[src/rtl/flpst_pkg.sv]
// Types and constants of the failed-link pair set table.
`timescale 1ns / 1ps
package flpst_pkg;

  localparam int TABLE_DEPTH = 16;
  localparam int ADDR_BITS   = 16;
  localparam int FIELD_W     = 16;
  localparam int KEY_W       = (ADDR_BITS < FIELD_W) ? ADDR_BITS : FIELD_W;
  localparam int REQ_W       = 2;
  localparam int STATUS_W    = 2;

  typedef enum logic [REQ_W-1:0] {
    REQ_QUERY        = 2'd0,
    REQ_DELETE       = 2'd1,
    REQ_INSERT       = 2'd2,
    REQ_CHECK_INSERT = 2'd3
  } req_t;

  typedef enum logic [STATUS_W-1:0] {
    ST_OK        = 2'd0,
    ST_NOT_FOUND = 2'd1,
    ST_PRESENT   = 2'd2,
    ST_FULL      = 2'd3
  } status_t;

  // Request word as it walks the row of slot cells.
  typedef struct packed {
    logic             active;
    req_t             req;
    logic [KEY_W-1:0] src;
    logic [KEY_W-1:0] dst;
    logic             hit;     // pair seen (or removed, for delete)
    logic             placed;  // pair written into a slot
  } tok_t;

  // Broadcast from the end of the row that settles a tentative insert.
  typedef struct packed {
    logic fin;
    logic keep;
  } cmt_t;

endpackage

[src/rtl/failed_link_pair_set_table.sv]
// Top level of the failed-link pair set table: request register, slot row, status.
`timescale 1ns / 1ps
// A request is taken when start is high and busy is low. It then walks the row of
// TABLE_DEPTH slot cells, one cell per cycle, and its status appears on out_status
// with out_valid high for one cycle, from a register behind the last cell. busy
// stays high until that cycle, so one request is in flight at a time and a new
// request can be taken only once the status of the last one is shown. The
// status cannot be held off: the receiver must take it in the cycle it is shown.
// Status codes: 0 found, deleted or inserted; 1 not found; 2 already present;
// 3 table full. Reset empties the table.
module failed_link_pair_set_table (
  input  logic                           clk,
  input  logic                           rst_n,
  input  logic                           start,
  output logic                           busy,
  input  logic [flpst_pkg::REQ_W-1:0]    in_req_type,
  input  logic [flpst_pkg::FIELD_W-1:0]  in_src_addr,
  input  logic [flpst_pkg::FIELD_W-1:0]  in_dst_addr,
  output logic                           out_valid,
  output logic [flpst_pkg::STATUS_W-1:0] out_status
);
  import flpst_pkg::*;

  tok_t    tok [0:TABLE_DEPTH];
  tok_t    req_r, req_nxt;
  cmt_t    cmt;
  status_t status;
  logic    accept;
  logic    busy_r;
  logic    out_valid_r;
  status_t out_status_r;
  tok_t    last;

  assign accept = start && !busy_r;

  always_comb begin
    req_nxt        = '0;
    req_nxt.active = accept;
    req_nxt.req    = req_t'(in_req_type);
    req_nxt.src    = in_src_addr[KEY_W-1:0];
    req_nxt.dst    = in_dst_addr[KEY_W-1:0];
  end

  always_ff @(posedge clk) begin
    if (!rst_n) begin
      req_r <= '0;
    end else begin
      req_r <= req_nxt;
    end
  end

  assign tok[0] = req_r;

  for (genvar i = 0; i < TABLE_DEPTH; i++) begin : g_cell
    flpst_cell u_cell (
      .clk     (clk),
      .rst_n   (rst_n),
      .tok_in  (tok[i]),
      .cmt     (cmt),
      .tok_out (tok[i+1])
    );
  end

  assign last = tok[TABLE_DEPTH];

  always_comb begin
    cmt.fin  = last.active && (last.req == REQ_CHECK_INSERT);
    cmt.keep = !last.hit;
    unique case (last.req)
      REQ_QUERY:        status = last.hit ? ST_OK : ST_NOT_FOUND;
      REQ_DELETE:       status = last.hit ? ST_OK : ST_NOT_FOUND;
      REQ_INSERT:       status = last.placed ? ST_OK : ST_FULL;
      REQ_CHECK_INSERT: status = last.hit ? ST_PRESENT : (last.placed ? ST_OK : ST_FULL);
      default:          status = ST_NOT_FOUND;
    endcase
  end

  always_ff @(posedge clk) begin
    if (!rst_n) begin
      busy_r      <= 1'b0;
      out_valid_r <= 1'b0;
    end else begin
      out_valid_r <= last.active;
      priority if (accept) begin
        busy_r <= 1'b1;
      end else if (last.active) begin
        busy_r <= 1'b0;
      end
    end
  end

  always_ff @(posedge clk) begin
    out_status_r <= status;
  end

  assign busy       = busy_r;
  assign out_valid  = out_valid_r;
  assign out_status = out_status_r;

endmodule

[src/rtl/flpst_cell.sv]
// One slot of the table: holds a pair and passes the request word to the next slot.
`timescale 1ns / 1ps
module flpst_cell (
  input  logic            clk,
  input  logic            rst_n,
  input  flpst_pkg::tok_t tok_in,
  input  flpst_pkg::cmt_t cmt,
  output flpst_pkg::tok_t tok_out
);
  import flpst_pkg::*;

  tok_t             tok_r, tok_nxt;
  logic             valid_r, valid_nxt;
  logic             pend_r, pend_nxt;
  logic [KEY_W-1:0] src_r, src_nxt;
  logic [KEY_W-1:0] dst_r, dst_nxt;
  logic             match;
  logic             free;

  always_comb begin
    tok_nxt   = tok_in;
    valid_nxt = valid_r;
    pend_nxt  = pend_r;
    src_nxt   = src_r;
    dst_nxt   = dst_r;
    match     = valid_r && (src_r == tok_in.src) && (dst_r == tok_in.dst);
    free      = !valid_r && !pend_r;

    // settle a tentative check-and-insert once the whole row has been searched
    if (cmt.fin && pend_r) begin
      valid_nxt = cmt.keep;
      pend_nxt  = 1'b0;
    end

    if (tok_in.active) begin
      unique case (tok_in.req)
        REQ_QUERY: begin
          tok_nxt.hit = tok_in.hit | match;
        end
        REQ_DELETE: begin
          if (match && !tok_in.hit) begin
            valid_nxt   = 1'b0;
            tok_nxt.hit = 1'b1;
          end
        end
        REQ_INSERT: begin
          if (free && !tok_in.placed) begin
            valid_nxt      = 1'b1;
            src_nxt        = tok_in.src;
            dst_nxt        = tok_in.dst;
            tok_nxt.placed = 1'b1;
          end
        end
        REQ_CHECK_INSERT: begin
          tok_nxt.hit = tok_in.hit | match;
          // hold the pair as pending: a later slot may still hold it
          if (free && !tok_in.placed) begin
            pend_nxt       = 1'b1;
            src_nxt        = tok_in.src;
            dst_nxt        = tok_in.dst;
            tok_nxt.placed = 1'b1;
          end
        end
        default: begin
        end
      endcase
    end
  end

  always_ff @(posedge clk) begin
    if (!rst_n) begin
      tok_r   <= '0;
      valid_r <= 1'b0;
      pend_r  <= 1'b0;
    end else begin
      tok_r   <= tok_nxt;
      valid_r <= valid_nxt;
      pend_r  <= pend_nxt;
    end
  end

  always_ff @(posedge clk) begin
    src_r <= src_nxt;
    dst_r <= dst_nxt;
  end

  assign tok_out = tok_r;

endmodule

[config.mk]
export PLATFORM = sky130hd
export DESIGN_NAME = failed_link_pair_set_table
export DESIGN_NICKNAME = d
export VERILOG_FILES = /design/src/rtl/flpst_pkg.sv /design/src/rtl/failed_link_pair_set_table.sv /design/src/rtl/flpst_cell.sv
export SDC_FILE = /design/constraint.sdc
export NUM_CORES = 2
export LEC_CHECK = 0
export BUFFER_PORTS_ARGS = -buffer_cell sky130_fd_sc_hd__buf_2
export CAP_MARGIN = 20
export CORE_ASPECT_RATIO = 0.5
export CORE_MARGIN = 1
export CORE_UTILIZATION = 40
export CTS_CLUSTER_SIZE = 28
export DETAILED_ROUTE_END_ITERATION = 10
export PLACE_DENSITY = 0.58
export SYNTH_ARGS = -nofsm -noshare
export SYNTH_HDL_FRONTEND = slang
export SYNTH_SLANG_ARGS = --single-unit
[constraint.sdc]
create_clock -name clk -period 11.1 [get_ports clk]
set_input_delay 1.11 -clock clk [delete_from_list [all_inputs] [get_ports clk]]
set_output_delay 1.11 -clock clk [all_outputs]
set_load 0.03 [all_outputs]
==> reports/qor.csv <==
metric,value,unit
path_class,input port to flip-flop,
finClkSkew,0.0567,ns
grt_pass1_vias,20485,
syn_to_final_growth,13.1,%
yosysWarnings,0,
worstRegToRegCells,4,
cellLeakagePower,19.4,nW
r2r-end,g_cell[0].u_cell.valid_r,
holdPathStages,0,
fin_util,46.0,%
die_area,101000,µm²
clock-sinks,1143,
p_total,8.09,mW
ys_seq_elements,1143,
hold_buffers,0,
seq_area_frac_synth,70.0,%
grt_max_degree,165,
whs,0.434,ns
route.detailed.drc,0,
tightest_slew,1.03,ns
cts_tree,done,
comb_power_share,1.0,%
cts_setup_buffers,0,
hold_start,g_cell[0].u_cell.tok_out[20],
clkTransAtPathRegs,0.07,ns
ff2ff_setup_slack,8.60,ns
drt_iter0_markers,1106,
synth_nets,2996,
htreeDepth,3,
fin_ws,7.76,ns
setup_viol,0,
fmax,0.299,GHz
drive_gt1_share,8.07,%
cp-end-kind,flip-flop,
min_to,g_cell[1].u_cell.src_r[2],
place_ws,7.11,ns
cts_resized,0,
finalHoldViolCount,0,
grt_use_total,14.8,%
worstPathCellList,"buf_8, buf_4, buf_4, nand2_1, o32ai_1",
grt_overflow,0,
crit_top_cell,buf_4,
antenna_found_initial,1,
timing.rr.start,g_cell[15].u_cell.tok_out[36],
start_kind,input port,
route.vias.total,20490,
ys_types,51,
hold_path.class,flip-flop to flip-flop,
layout.nets,3081,
switchingPower,1.63,mW
diodes,0,
cp_max_fo,164,
cts_inserted_buffers,100,
required,11.70,ns
crit_start,rst_n,
fin_crit_sh,30.1,%
port_buffers,40,
via_per_inst,4.64,
wirelength,74200,µm
fp.dieW,449,µm
ir_drop,0.000125,V
cp_slowest_cell,buf_4,
tns,0,ns
antenna_left,0,
power.internal,6.47,mW
crit_path_max_incr_delay,0.83,ns
hpwl,50500,µm
rsz0062_at_grt,no,
final.min_clock_period,3.34,ns
slew_headroom,31.5,%
grt_pass1_wl,117000,µm
coreArea,98400,µm²
gp_congestion,0.768,
p_seq_share,54.5,%
wl_per_cell,16.8,µm
insertion_delay,0.70,ns
cap_violations,0,
final_max_slew_viol_count,0,
dr.pass1.iters,7,
syn_area,40000,µm²
clock_power_share,44.4,%
postSynthAreaPerCell,13.7,µm²
synth_cells,2911,
initial_core_util,40.7,%
switching_share,20.1,%
io_pins,41,
status,"complete, no violations",
cts_buffer_depth,3,
power_per_cell_area,179,nW/µm²
root_buffer,clkbuf_16,
arrival,3.95,ns
fp.dieH,226,µm
fp-row-count,81,
## layer usage
metal  share of wire, %  vias up  wire [µm]  track usage [%]
met5                  0        -          0                0
met3                3.7      110       2740             2.98
met1                 50    10002      37400             21.5
met4                2.1        0       1550             3.90
met2                 44      284      32500             22.3
li1                   -    10094          -                -
## critical path, delay by kind of cell
| family | cells | cell delay (ns) |
|---|---|---|
| buffers and inverters | 3 | 2.08 |
| AO/OA/AOI/OAI | 1 | 0.31 |
| AND/OR/NAND/NOR | 1 | 0.19 |
## Yosys cell counts (all sizes together)
master	instances	share of area (%)
a41oi	2	0.044
a22oi	11	0.21
a32oi	2	0.044
a32o	5	0.13
o21a	9	0.17
a31oi	1	0.016
and4	2	0.050
o31a	2	0.044
o21ai	16	0.20
buf	12	0.19
and3	3	0.047
nor4	120	1.9
o211ai	10	0.19
nor3	24	0.30
o221ai	1	0.022
and2	527	8.3
o22ai	10	0.16
a211oi	1	0.019
nor2b	1	0.016
nand3b	7	0.13
a21boi	2	0.038
xor2	403	8.8
o32ai	2	0.044
nor3b	4	0.075
nor2	92	0.86
dfxtp	631	32
nand3	32	0.41
nand2	31	0.29
a221oi	2	0.044
a21oi	47	0.59
nand4	47	0.73
inv	81	0.76
edfxtp	512	38
a222oi	2	0.050
ha	48	1.5
or3	1	0.016
o31ai	4	0.075
xnor2	100	2.2
nor4b	12	0.26
clkbuf	67	0.63
nand2b	11	0.17
a22o	1	0.022
mux2i	13	0.33
## layout by cell type (no fill, tap or decap), drive strengths merged, types with 47 or more instances in the layout
| master | Yosys | final |
|---|---|---|
| nand4 | 47 | 47 |
| and2 | 527 | 527 |
| clkbuf | 67 | 147 |
| inv | 81 | 86 |
| nor4 | 120 | 120 |
| xor2 | 403 | 403 |
| dfxtp | 631 | 631 |
| nor2 | 92 | 92 |
| a21oi | 47 | 47 |
| buf | 12 | 62 |
| xnor2 | 100 | 100 |
| ha | 48 | 48 |
| edfxtp | 512 | 512 |
## state kept, by name (all words and copies together), names as in the netlist
register,cells
g_cell.u_cell.tok_out,560
g_cell.u_cell.dst_r,256
g_cell.u_cell.src_r,256
req_r,35
g_cell.u_cell.pend_r,16
g_cell.u_cell.valid_r,16
out_status,2
busy,1
out_valid,1
## final cells by class
cell class,count,area [µm²]
fill,8724,53200
multi-input combinational,1608,11400
inverter,81,304
clock inverter,43,504
tap,1328,1660
sequential,1143,28000
clock buffer,147,2980
timing repair buffer,62,373
## power by group through the flow
stage,registers [mW],clock network [mW],logic (mW)
finish,4.41,3.60,0.0828
global route,4.41,3.87,0.0943
CTS,4.41,3.70,0.0849
detailed placement,4.51,0,0.0842
global placement,4.51,0,0.0831
floorplan,4.49,0,0.0594
## cell families (layout without fill, tap and decap cells)
family,count (synthesis),after routing,synth area share [%]
AOI/OAI and AO/OA,130,130,2.09
buffers and inverters,160,333,1.58
adders and majority gates,48,48,1.50
DFF,1143,1143,70.0
and+or+nand+nor,914,914,13.5
muxes,13,13,0.325
xor gates and xnor gates,503,503,11.0
## worst max-delay path by stage
| stage | cells past startpoint | slack [ns] | to |
|---|---|---|---|
| 2_1_floorplan | 4 | 6.91 | g_cell[1].u_cell.dst_r[0] |
| 3_3_place_gp | 5 | 7.18 | g_cell[8].u_cell.valid_r |
| 3_5_place_dp | 5 | 7.11 | g_cell[6].u_cell.valid_r |
| 4_1_cts | 5 | 7.88 | g_cell[6].u_cell.valid_r |
| 5_1_grt | 5 | 7.47 | g_cell[6].u_cell.valid_r |
| 6_report | 5 | 7.76 | g_cell[6].u_cell.valid_r |
## stage by stage
stage,std cells,instance area (µm²)
2_1_floorplan,2911,40000
3_3_place_gp,4221,41800
3_5_place_dp,4221,41800
4_1_cts,4411,45300
5_1_grt,4412,45300
6_report,4412,45300
(Power assumes the default switching activity.)
